## src/hdl/qoi_enc_pkg.sv

```systemverilog
`timescale 1ns / 1ps
// ----------------------------------------------------------------------------
// QOI encoder package
// Shared constants, chunk tags and the chunk record passed to the serializer.
// ----------------------------------------------------------------------------
package qoi_enc_pkg;

    localparam int SLOTS     = 64;
    localparam int SLOT_W    = $clog2(SLOTS);
    localparam int PIX_W     = 32;
    localparam int MAX_BYTES = 6;
    localparam int CNT_W     = $clog2(MAX_BYTES + 1);
    localparam int IDX_W     = $clog2(MAX_BYTES);

    localparam logic [5:0] RUN_MAX = 6'd62;

    localparam logic [7:0] TAG_INDEX = 8'h00;
    localparam logic [7:0] TAG_DIFF  = 8'h40;
    localparam logic [7:0] TAG_LUMA  = 8'h80;
    localparam logic [7:0] TAG_RUN   = 8'hC0;
    localparam logic [7:0] TAG_RGB   = 8'hFE;
    localparam logic [7:0] TAG_RGBA  = 8'hFF;

    localparam logic [31:0] PREV_RESET = 32'h0000_00FF;

    // register word index on the APB port
    localparam logic [0:0] REG_KEEP_ALPHA = 1'b0;

    typedef struct packed {
        logic [MAX_BYTES-1:0][7:0] bytes;
        logic [CNT_W-1:0]          count;
        logic                      eoi;
    } chunk_rec_t;

endpackage

```

## src/hdl/qoi_enc_ram.sv

```systemverilog
`timescale 1ns / 1ps
// ----------------------------------------------------------------------------
// Generic simple dual-port RAM
// One write port, one read port with registered read data.
// ----------------------------------------------------------------------------
module qoi_enc_ram #(
    parameter int WIDTH = 32,
    parameter int DEPTH = 64
) (
    input  logic                     clk,
    input  logic                     wr_en,
    input  logic [$clog2(DEPTH)-1:0] wr_addr,
    input  logic [WIDTH-1:0]         wr_data,
    input  logic                     rd_en,
    input  logic [$clog2(DEPTH)-1:0] rd_addr,
    output logic [WIDTH-1:0]         rd_data
);

    logic [WIDTH-1:0] mem_reg [DEPTH];
    logic [WIDTH-1:0] rd_data_reg;

    always_ff @(posedge clk)
    begin
        if (wr_en)
        begin
            mem_reg[wr_addr] <= wr_data;
        end
        if (rd_en)
        begin
            rd_data_reg <= mem_reg[rd_addr];
        end
    end

    assign rd_data = rd_data_reg;

endmodule

```

## src/hdl/qoi_enc_ser.sv

```systemverilog
`timescale 1ns / 1ps
// ----------------------------------------------------------------------------
// QOI chunk serializer
// Holds one chunk record and sends its bytes out one transfer at a time.
// ----------------------------------------------------------------------------
module qoi_enc_ser
    import qoi_enc_pkg::*;
(
    input  logic       clk,
    input  logic       rst_n,
    input  logic       rec_valid,
    input  chunk_rec_t rec,
    output logic       rec_ready,
    output logic       m_axis_tvalid,
    input  logic       m_axis_tready,
    output logic [7:0] m_axis_tdata,   // code_byte
    output logic       m_axis_tuser,   // last_of_pixel
    output logic       m_axis_tlast
);

    chunk_rec_t       buf_reg;
    logic [IDX_W-1:0] idx_reg;
    logic             valid_reg;
    logic             on_last;

    assign on_last   = (CNT_W'(idx_reg) == buf_reg.count - CNT_W'(1));
    assign rec_ready = !valid_reg || (on_last && m_axis_tready);

    always_ff @(posedge clk or negedge rst_n)
    begin
        if (!rst_n)
        begin
            valid_reg <= 1'b0;
            idx_reg   <= '0;
        end
        else if (rec_valid && rec_ready)
        begin
            valid_reg <= 1'b1;
            idx_reg   <= '0;
        end
        else if (valid_reg && m_axis_tready)
        begin
            if (on_last)
            begin
                valid_reg <= 1'b0;
            end
            else
            begin
                idx_reg <= idx_reg + IDX_W'(1);
            end
        end
    end

    always_ff @(posedge clk)
    begin
        if (rec_valid && rec_ready)
        begin
            buf_reg <= rec;
        end
    end

    assign m_axis_tvalid = valid_reg;
    assign m_axis_tdata  = buf_reg.bytes[idx_reg];
    assign m_axis_tuser  = on_last;
    assign m_axis_tlast  = on_last && buf_reg.eoi;

endmodule

```

## src/hdl/qoi_pixel_encoder_unit.sv

```systemverilog
`timescale 1ns / 1ps
// ----------------------------------------------------------------------------
// QOI pixel encoder
// Streams RGBA pixels in and QOI chunk bytes out (no header, no end marker).
// ----------------------------------------------------------------------------
// Input stream: one pixel per transfer, tdata = {alpha, blue, green, red} with
// red in the low byte, tlast on the final pixel of the image.
// Output stream: one chunk byte per transfer, tuser on the last byte a pixel
// causes, tlast on the final byte of the image.
// APB register 0 (address 0x0), bit 0: keep_alpha, reset 1. Write it while the
// block is idle; clear it to code every pixel with alpha 255.
// A pixel is registered into the coding stage, and its chunk record into the
// serializer, before its first byte is on the output.
// Throughput: one pixel per cycle while the receiver is ready and each pixel
// gives at most one byte; a pixel that gives more waits on the one-byte
// output port. The color index is a 64 x 32 RAM read in the accept cycle and
// written back when the pixel leaves the coding stage, with forwarding of a
// same-slot write.
// Reset and the end of each image empty all index slots at once (valid flags),
// set the previous pixel to opaque black and the run to zero.
// When the receiver stalls, the output byte holds; a pending pixel with bytes
// to send holds too and s_axis_tready drops; nothing is lost.
// ----------------------------------------------------------------------------
module qoi_pixel_encoder_unit
    import qoi_enc_pkg::*;
(
    input  logic        clk,
    input  logic        rst_n,
    // pixel input
    input  logic        s_axis_tvalid,
    output logic        s_axis_tready,
    input  logic [31:0] s_axis_tdata,   // red, green, blue, alpha
    input  logic        s_axis_tlast,   // last_pixel
    // chunk byte output
    output logic        m_axis_tvalid,
    input  logic        m_axis_tready,
    output logic [7:0]  m_axis_tdata,   // code_byte
    output logic        m_axis_tuser,   // last_of_pixel
    output logic        m_axis_tlast,   // end_of_image
    // configuration
    input  logic        psel,
    input  logic        penable,
    input  logic        pwrite,
    input  logic [2:0]  paddr,
    input  logic [31:0] pwdata,
    output logic [31:0] prdata,
    output logic        pready
);

    // ---------------- configuration ----------------
    logic keep_alpha_reg;

    assign pready = 1'b1;

    always_ff @(posedge clk or negedge rst_n)
    begin
        if (!rst_n)
        begin
            keep_alpha_reg <= 1'b1;
        end
        else if (psel && penable && pwrite && pready && paddr[2:2] == REG_KEEP_ALPHA)
        begin
            keep_alpha_reg <= pwdata[0];
        end
    end

    assign prdata = (paddr[2:2] == REG_KEEP_ALPHA) ? {31'd0, keep_alpha_reg} : 32'd0;

    // ---------------- accept stage ----------------
    logic [7:0]        in_r, in_g, in_b, in_a;
    logic [SLOT_W-1:0] in_slot;
    logic              accept;

    assign in_r    = s_axis_tdata[7:0];
    assign in_g    = s_axis_tdata[15:8];
    assign in_b    = s_axis_tdata[23:16];
    assign in_a    = keep_alpha_reg ? s_axis_tdata[31:24] : 8'hFF;
    assign in_slot = SLOT_W'(in_r[5:0] * 6'd3 + in_g[5:0] * 6'd5
                           + in_b[5:0] * 6'd7 + in_a[5:0] * 6'd11);
    assign accept  = s_axis_tvalid && s_axis_tready;

    // ---------------- index memory ----------------
    logic              wr_en;
    logic [PIX_W-1:0]  ram_q;
    logic [PIX_W-1:0]  s1_px_reg;
    logic [SLOT_W-1:0] s1_slot_reg;
    logic              s1_last_reg;
    logic              s1_valid_reg;
    logic              fwd_reg;
    logic [PIX_W-1:0]  fwd_data_reg;
    logic [SLOTS-1:0]  slot_valid_reg;
    logic [PIX_W-1:0]  prev_reg;
    logic [5:0]        run_reg;

    qoi_enc_ram #(
        .WIDTH (PIX_W),
        .DEPTH (SLOTS)
    ) u_index_ram (
        .clk     (clk),
        .wr_en   (wr_en),
        .wr_addr (s1_slot_reg),
        .wr_data (s1_px_reg),
        .rd_en   (accept),
        .rd_addr (in_slot),
        .rd_data (ram_q)
    );

    // ---------------- coding stage ----------------
    logic [7:0]                r, g, b, a, pr, pg, pb;
    logic signed [7:0]         vr, vg, vb;
    logic signed [8:0]         dgr, dgb;
    logic [7:0]                vr_p2, vg_p2, vb_p2, vg_p32;
    logic [8:0]                dgr_p8, dgb_p8;
    logic [PIX_W-1:0]          held;
    logic                      same_px;
    logic                      hit;
    logic [5:0]                run_inc;
    logic                      emit_run;
    logic [7:0]                run_byte;
    logic [MAX_BYTES-2:0][7:0] chunk;
    logic [CNT_W-1:0]          chunk_n;
    logic [5:0]                run_next;
    logic                      write_slot;
    chunk_rec_t                rec;
    logic                      rec_ready;
    logic                      rec_load;
    logic                      s1_fire;

    assign r  = s1_px_reg[31:24];
    assign g  = s1_px_reg[23:16];
    assign b  = s1_px_reg[15:8];
    assign a  = s1_px_reg[7:0];
    assign pr = prev_reg[31:24];
    assign pg = prev_reg[23:16];
    assign pb = prev_reg[15:8];

    assign vr     = $signed(r - pr);
    assign vg     = $signed(g - pg);
    assign vb     = $signed(b - pb);
    assign dgr    = $signed({vr[7], vr}) - $signed({vg[7], vg});
    assign dgb    = $signed({vb[7], vb}) - $signed({vg[7], vg});
    assign vr_p2  = vr + 8'sd2;
    assign vg_p2  = vg + 8'sd2;
    assign vb_p2  = vb + 8'sd2;
    assign vg_p32 = vg + 8'sd32;
    assign dgr_p8 = dgr + 9'sd8;
    assign dgb_p8 = dgb + 9'sd8;

    // a slot written by the previous pixel in the read cycle comes from the bypass
    assign held    = slot_valid_reg[s1_slot_reg] ? (fwd_reg ? fwd_data_reg : ram_q) : '0;
    assign same_px = (s1_px_reg == prev_reg);
    assign hit     = (held == s1_px_reg);
    assign run_inc = run_reg + 6'd1;

    always_comb
    begin
        chunk      = '0;
        chunk_n    = '0;
        write_slot = 1'b0;
        emit_run   = 1'b0;
        run_next   = run_reg;
        run_byte   = TAG_RUN | {2'b00, run_reg - 6'd1};
        if (same_px)
        begin
            run_byte = TAG_RUN | {2'b00, run_reg};
            if (run_inc == RUN_MAX || s1_last_reg)
            begin
                emit_run = 1'b1;
                run_next = '0;
            end
            else
            begin
                run_next = run_inc;
            end
        end
        else
        begin
            emit_run = (run_reg != 6'd0);
            run_next = '0;
            if (hit)
            begin
                chunk[0] = TAG_INDEX | {2'b00, s1_slot_reg};
                chunk_n  = CNT_W'(1);
            end
            else
            begin
                write_slot = 1'b1;
                if (a == prev_reg[7:0])
                begin
                    if (vr >= -8'sd2 && vr <= 8'sd1 && vg >= -8'sd2 && vg <= 8'sd1
                        && vb >= -8'sd2 && vb <= 8'sd1)
                    begin
                        chunk[0] = TAG_DIFF | {2'b00, vr_p2[1:0], vg_p2[1:0], vb_p2[1:0]};
                        chunk_n  = CNT_W'(1);
                    end
                    else if (dgr >= -9'sd8 && dgr <= 9'sd7 && vg >= -8'sd32 && vg <= 8'sd31
                             && dgb >= -9'sd8 && dgb <= 9'sd7)
                    begin
                        chunk[0] = TAG_LUMA | {2'b00, vg_p32[5:0]};
                        chunk[1] = {dgr_p8[3:0], dgb_p8[3:0]};
                        chunk_n  = CNT_W'(2);
                    end
                    else
                    begin
                        chunk[0] = TAG_RGB;
                        chunk[1] = r;
                        chunk[2] = g;
                        chunk[3] = b;
                        chunk_n  = CNT_W'(4);
                    end
                end
                else
                begin
                    chunk[0] = TAG_RGBA;
                    chunk[1] = r;
                    chunk[2] = g;
                    chunk[3] = b;
                    chunk[4] = a;
                    chunk_n  = CNT_W'(5);
                end
            end
        end
    end

    // place the run flush ahead of the pixel's own chunk
    always_comb
    begin
        rec.eoi   = s1_last_reg;
        rec.count = chunk_n + CNT_W'(emit_run);
        for (int i = 0; i < MAX_BYTES; i++)
        begin
            if (emit_run)
            begin
                rec.bytes[i] = (i == 0) ? run_byte : chunk[(i == 0) ? 0 : i - 1];
            end
            else
            begin
                rec.bytes[i] = (i < MAX_BYTES - 1) ? chunk[(i < MAX_BYTES - 1) ? i : 0] : 8'h00;
            end
        end
    end

    assign s1_fire       = s1_valid_reg && (rec.count == '0 || rec_ready);
    assign rec_load      = s1_fire && (rec.count != '0);
    assign wr_en         = s1_fire && write_slot;
    assign s_axis_tready = !s1_valid_reg || s1_fire;

    always_ff @(posedge clk or negedge rst_n)
    begin
        if (!rst_n)
        begin
            s1_valid_reg   <= 1'b0;
            fwd_reg        <= 1'b0;
            slot_valid_reg <= '0;
            prev_reg       <= PREV_RESET;
            run_reg        <= '0;
        end
        else
        begin
            if (accept)
            begin
                s1_valid_reg <= 1'b1;
                fwd_reg      <= wr_en && (s1_slot_reg == in_slot);
            end
            else if (s1_fire)
            begin
                s1_valid_reg <= 1'b0;
            end
            if (s1_fire)
            begin
                if (s1_last_reg)
                begin
                    slot_valid_reg <= '0;
                    prev_reg       <= PREV_RESET;
                    run_reg        <= '0;
                end
                else
                begin
                    if (wr_en)
                    begin
                        slot_valid_reg[s1_slot_reg] <= 1'b1;
                    end
                    prev_reg <= s1_px_reg;
                    run_reg  <= run_next;
                end
            end
        end
    end

    always_ff @(posedge clk)
    begin
        if (accept)
        begin
            s1_px_reg    <= {in_r, in_g, in_b, in_a};
            s1_slot_reg  <= in_slot;
            s1_last_reg  <= s_axis_tlast;
            fwd_data_reg <= s1_px_reg;
        end
    end

    qoi_enc_ser u_ser (
        .clk           (clk),
        .rst_n         (rst_n),
        .rec_valid     (rec_load),
        .rec           (rec),
        .rec_ready     (rec_ready),
        .m_axis_tvalid (m_axis_tvalid),
        .m_axis_tready (m_axis_tready),
        .m_axis_tdata  (m_axis_tdata),
        .m_axis_tuser  (m_axis_tuser),
        .m_axis_tlast  (m_axis_tlast)
    );

`ifndef SYNTHESIS
    a_run_bound: assert property (@(posedge clk) disable iff (!rst_n)
        run_reg < RUN_MAX)
        else $error("run count reached flush limit without flushing");

    a_image_clear: assert property (@(posedge clk) disable iff (!rst_n)
        s1_fire && s1_last_reg |=> slot_valid_reg == '0 && run_reg == 6'd0
                                   && prev_reg == PREV_RESET)
        else $error("state not cleared after last pixel");

    a_rec_count: assert property (@(posedge clk) disable iff (!rst_n)
        rec_load |-> rec.count <= CNT_W'(MAX_BYTES))
        else $error("chunk record exceeds six bytes");

    a_last_flush: assert property (@(posedge clk) disable iff (!rst_n)
        s1_valid_reg && s1_last_reg |-> rec.count != '0)
        else $error("last pixel produced no byte");
`endif

endmodule

```

## config.mk

```make
export PLATFORM = sky130hd
export DESIGN_NAME = qoi_pixel_encoder_unit
export DESIGN_NICKNAME = d
export VERILOG_FILES = /design/src/hdl/qoi_enc_pkg.sv /design/src/hdl/qoi_enc_ram.sv /design/src/hdl/qoi_enc_ser.sv /design/src/hdl/qoi_pixel_encoder_unit.sv
export SDC_FILE = /design/constraint.sdc
export NUM_CORES = 2
export LEC_CHECK = 0
export ABC_AREA = 0
export BUFFER_PORTS_ARGS = -buffer_cell sky130_fd_sc_hd__buf_2
export CORE_ASPECT_RATIO = 1.25
export CORE_MARGIN = 4
export CORE_UTILIZATION = 41
export DETAILED_ROUTE_END_ITERATION = 8
export PLACE_DENSITY = 0.63
export SYNTH_ARGS = -nofsm -noshare
export SYNTH_HDL_FRONTEND = slang
export SYNTH_SLANG_ARGS = --single-unit
```

## constraint.sdc

```tcl
create_clock -name clk -period 17.25 [get_ports clk]
set_input_delay 0 -clock clk [delete_from_list [all_inputs] [get_ports clk]]
set_output_delay 0 -clock clk [all_outputs]
set_load 0.01 [all_outputs]
```

# ---- Word-level counts from Yosys, hierarchy flattened
# Memories as Yosys holds them, arrays and structs flattened. A register that Yosys moved wholly into a read port is not among the register bits.
# Cells that the tools add are included.
dict set report word_totals {
  reg_bits 232
  ramBits 2048
  input_bits 75
  output_inout_bits 45
  word_cells 158
  mem_count 1
}
# memory depth width read_ports rd_clocked_by_memory_dff write_ports line
set memory_table {}
lappend memory_table {u_index_ram.mem_reg 64 32 1 1 1 qoi_enc_ram.sv:19} ;# logic [WIDTH-1:0] mem_reg [DEPTH];
dict set report op_classes {
  addsub 19
  n_mul 4
  order_cmp 15
  eq_ne 7
  n_mux 50
  n_bitwise 2
  n_reduce_logical 39
}
# op count
set ops {}
lappend ops {{$mux 32} 5}
lappend ops {{$mux 64} 2}
lappend ops {{$mux 8} 9}
lappend ops {{$eq 32x32->1} 2}
lappend ops {{$or 64x64->64} 1}
lappend ops {{$mux 40} 1}
lappend ops {{$mux 16} 2}
lappend ops {{$mux 6} 5}
lappend ops {{$bmux 8 s3} 1}
lappend ops {{$ge 8x2->1 const B} 3}
lappend ops {{$le 8x2->1 const B} 3}
lappend ops {{$mux 24} 1}
lappend ops {{$mux 3} 8}
lappend ops {{$sub 8x8->8} 3}
lappend ops {{$logic_and 1x1->1} 23}
lappend ops {{$add 6x6->6} 3}
lappend ops {{$ge 9x4->1 const B} 2}
lappend ops {{$le 9x4->1 const B} 2}
lappend ops {{$sub 8x8->9} 2}
lappend ops {{$mux 1} 14}
lappend ops {{$mul 6x3->6 const B} 2}
lappend ops {{$add 4x4->4 const B} 2}
lappend ops {{$eq 8x8->1} 1}
lappend ops {{$ge 8x6->1 const B} 1}
lappend ops {{27 further kinds} 38}

# ---- Logic depth before layout (Yosys ltp)
dict set report depth {
  word_depth 21
  ltp_mapped 28
  ltp_nobuf 25
}

# ---- Hierarchy
# From an unflattened synthesis, not the netlist that was laid out.
dict set report hier_totals {
  cells_unflattened 4797
  hier_area_um2 93855.0
}
# module instances cells_each area_each_um2 seq_area_each_um2
set modules_own_cells {}
lappend modules_own_cells {qoi_enc_ram 1 3324 78835.6 62459.9}
lappend modules_own_cells {qoi_pixel_encoder_unit 1 1344 12733.5 4770.8}
lappend modules_own_cells {qoi_enc_ser 1 129 2285.9 1661.6}

# ---- Least setup slack after synthesis
# Ideal clock, no wire load.
dict set report synth_path {
  path_type {register to register}
  startpoint {register s1_px_reg[16]}
  endpoint {register fwd_reg}
  setup_time_ns 0.095
  t_arrival_ns 12.277
  required_time_ns 17.155
  slack_ns 4.878
  path_stages_with_launch 24
  n_path_buf 1
  period_less_slack_ns 12.372
  cell_sequence {edfxtp_1 > inv_1 > ha_1 > inv_1 > fa_1 > inv_1 > ha_1 > nor2b_1 > o31a_1 > o21ai_0 > nand2_1 > xnor3_1 > or3_1 > or4_1 > nor2b_4 > or4_1 > clkbuf_1 > nor2_1 > ha_1 > nor2_1 > nand2_1 > or3_1 > a31oi_1 > mux2_1}
}
# item line
set synth_lines {}
lappend synth_lines {{from (decl)} qoi_pixel_encoder_unit.sv:85} ;# logic [PIX_W-1:0] s1_px_reg;
lappend synth_lines {{from (signal assigned)} qoi_pixel_encoder_unit.sv:294} ;# s1_px_reg <= {in_r, in_g, in_b, in_a};
lappend synth_lines {{to (signal assigned)} qoi_pixel_encoder_unit.sv:263} ;# fwd_reg <= wr_en && (s1_slot_reg == in_slot);
lappend synth_lines {{to (decl)} qoi_pixel_encoder_unit.sv:89} ;# logic fwd_reg;

==> implementation parameters <==
Parameter                              Value

Status
  Result of the run ... finished clean

Run
  Number of maximum-capacitance violations ... 0

Worst setup path
  Crit Path Max Fanout ... 65
  Startpoint-to-endpoint class of the critical path ... reg2reg
  Critical Path Sink Type ... flip-flop
  Worst R2R Path Depth ... 25
  Worst Setup Start Kind ... flip-flop
  Worst R2R Setup Slack ... 8020 ps
  Origin of the critical flop-to-flop path ... s1_px_reg[24]
  Data arrival, critical path ... 9680 ps
  Top cell family by delay on the critical path ... simple AND/OR/NAND/NOR gates
  Crit path buf inv count ... 5
  Slowest cell delay on critical path ... 1220 ps
  Critical Path RT ... 17700 ps
  RR Endpoint ... u_index_ram.mem_reg[61][13]
  Library cell contributing the largest single delay on the critical path ... sky130_fd_sc_hd__edfxtp_1

Clock tree
  Clock-pin transition on the worst setup and hold timing paths ... 60 ps
  Library cell used as clock root buffer ... sky130_fd_sc_hd__clkbuf_16
  TritonCTS Buffers ... 216
  Postcts setup bufs ... 0
  CTS tree ... built
  Maximum level of the CTS H-tree ... 4
  Clk buf depth ... 3
  CTS sink cnt ... 2312
  Insertion delay of the later-clocked pin in the worst-skew pair ... 840 ps

Timing
  Worst rel slew slack ... 0.115
  Maximum clock skew at final layout ... 27.2 ps
  Final clock period utilization by the worst path ... 0.535
  Max Slew Vio Count ... 0
  Actual transition at the worst max-transition pin ... 1320 ps
  Time the final worst path needs with I/O delays and setup ... 9230 ps
  Setup TNS Final ... 0 ps
  Setup repair after global routing missed its margin ... false
  Number of hold violations in the final report ... 0
  Fmax ... 108 MHz
  Setup-violating endpoint count in the final report ... 0

Yosys
  Share of flip-flops with an asynchronous set or reset ... 0.0471
  Most used flip-flop cell after synthesis ... sky130_fd_sc_hd__edfxtp_1
  Fraction of the yosys area taken by sequential cells ... 0.732
  Netlist cell types ... 83
  Post-synthesis area per instance ... 20.8 µm²
  Area of the mapped netlist ... 0.0941 mm²
  Warning count from the yosys run ... 0
  Post-synthesis register bit count ... 2312
  Post-synthesis instance total ... 4521
  Number of enable flip-flop cells after synthesis ... 2203

Place
  Post-DP HPWL ... 130 mm
  Global placement routability congestion ... 0.898
  Count of port buffers added during placement ... 54

Hold path
  Worst Hold Endpoint ... s1_px_reg[30]
  Hold Crit Depth ... 2
  Hold WC Path Type ... in2reg
  Hold wc startpoint ... s_axis_tdata[6]

Floorplanning
  Height of the chip ... 544 µm
  Count of standard-cell rows ... 196
  Die outline area ... 0.237 mm²
  Boundary pin count ... 120
  Horizontal die dimension ... 436 µm
  Core Area ... 0.228 mm²
  Initial core utilization ... 0.412

Route
  DRT iter0 DRCs ... 5982
  Mean routed wirelength per cell ... 30.0 µm
  1st-pass router iterations ... 6
  Routed Antenna Nets ... 0
  Number of vias per cell ... 5.78
  Post-route DRC ... 0
  WL final ... 241 mm
  Vias ... 46.4k

Layout
  Layout cells sized above 1 ... 0.262
  Final net count ... 4940
  Most used cells in the layout excluding fill and tap cells ... sky130_fd_sc_hd__edfxtp_1, sky130_fd_sc_hd__mux4_2, sky130_fd_sc_hd__clkbuf_16
  Layout overhead on the synthesized area ... 13.2%
  Most frequent standard cell in the layout excluding fill and tap cells ... sky130_fd_sc_hd__edfxtp_1
  Max FFs per register ... 2048

GRT
  Via count of the first global-routing pass ... 47.6k
  Global-route wire length before repair ... 345 mm
  Total global routing track utilization ... 0.203
  Grt total ovfl ... 0
  Initial antenna violation count ... 11
  Largest net degree at the start of global routing ... 137
## Yosys cell counts (12+ instances only)
cell type                  instances  area, µm²
sky130_fd_sc_hd__mux2i_1         112       1120
sky130_fd_sc_hd__a211oi_1         39        293
sky130_fd_sc_hd__nor3b_1          12       90.1
sky130_fd_sc_hd__nor4b_1          15        131
sky130_fd_sc_hd__nand2_1          82        308
sky130_fd_sc_hd__o21ai_0          38        190
sky130_fd_sc_hd__buf_2            13       65.1
sky130_fd_sc_hd__fa_1             28        561
sky130_fd_sc_hd__nor3_1           39        195
sky130_fd_sc_hd__nor2_1           78        293
sky130_fd_sc_hd__o22ai_1          26        163
sky130_fd_sc_hd__o21a_1           77        578
sky130_fd_sc_hd__xnor2_1          47        412
sky130_fd_sc_hd__or3_1            12       75.1
sky130_fd_sc_hd__mux4_2          658      14800
sky130_fd_sc_hd__and2_1           42        263
sky130_fd_sc_hd__buf_1            84        315
sky130_fd_sc_hd__dfrtp_1         100       2500
sky130_fd_sc_hd__nor2b_1          27        169
sky130_fd_sc_hd__ha_1             59        738
sky130_fd_sc_hd__nor4_1           53        332
sky130_fd_sc_hd__a31oi_1          14       87.6
sky130_fd_sc_hd__nand4_1          17        106
sky130_fd_sc_hd__clkbuf_1        133        499
sky130_fd_sc_hd__buf_4            32        240
sky130_fd_sc_hd__nand2b_1         40        250
sky130_fd_sc_hd__xor2_1           35        307
sky130_fd_sc_hd__edfxtp_1       2203      66200
sky130_fd_sc_hd__inv_1           120        450
sky130_fd_sc_hd__nand3_1          28        140
sky130_fd_sc_hd__mux2_2           14        158
sky130_fd_sc_hd__a21oi_1          65        325
## cell families after synthesis
logic type	share of synthesized area
AO/OA/AOI/OAI	0.0269
buffers and inverters	0.0179
AND/OR/NAND/NOR	0.0288
XOR/XNOR	0.00811
multiplexers	0.172
other	0.0000798
flip-flops	0.732
adder cells (fa/ha/maj)	0.0142
## worst max path at each step
stage                     cells after the start     startpoint  slack [ps]                     endpoint
after floorplan                              23  s1_px_reg[16]        4880                      fwd_reg
after global placement                       25  s1_px_reg[24]        8290   u_index_ram.mem_reg[57][6]
after detailed placement                     25  s1_px_reg[24]        8140  u_index_ram.mem_reg[45][10]
after CTS                                    25  s1_px_reg[24]        8120   u_index_ram.mem_reg[45][3]
after global routing                         25  s1_px_reg[24]        7390   u_index_ram.mem_reg[45][3]
final                                        25  s1_px_reg[24]        8020  u_index_ram.mem_reg[61][13]
## per-stage QoR
step	hold slack (ps)	instances	utilization	setup WS (ps)	instance area, µm²
3_3_place_gp	92.0	7558	0.433	8290	98700
6_report	44.8	8029	0.467	8020	107000
2_1_floorplan	-296	4551	-	4880	94200
3_5_place_dp	103	7558	0.433	8140	98700
5_1_grt	0.631	8025	0.466	7390	107000
4_1_cts	11.4	8024	0.466	8120	107000
## metal layers
metal,GRT usage,part of all wire,vias up
met5,0,0,-
met4,0.0863,0.046,0
met3,0.0384,0.075,377
met1,0.263,0.39,24961
li1,-,-,19224
met2,0.337,0.49,1855
## cell type report
cell class	count	area (µm²)
Antenna cell	5	12.5
Clock buffer	261	5680
Clock inverter	134	1340
Fill cell	18689	122000
Inverter	122	458
Multi-Input combinational cell	1846	24100
Sequential cell	2312	68900
Tap cell	3069	3840
Timing Repair Buffer	280	2210
## repair_timing
| item | CTS | global route |
|---|---|---|
| gates resized for setup | 0 | 0 |
| hold endpoints to repair | 133 | 0 |
| hold buffers | 71 | 0 |
Power is left out: the tool's default activity adds up to more than one toggle a clock period on the data nets, which glitch-free logic cannot reach.
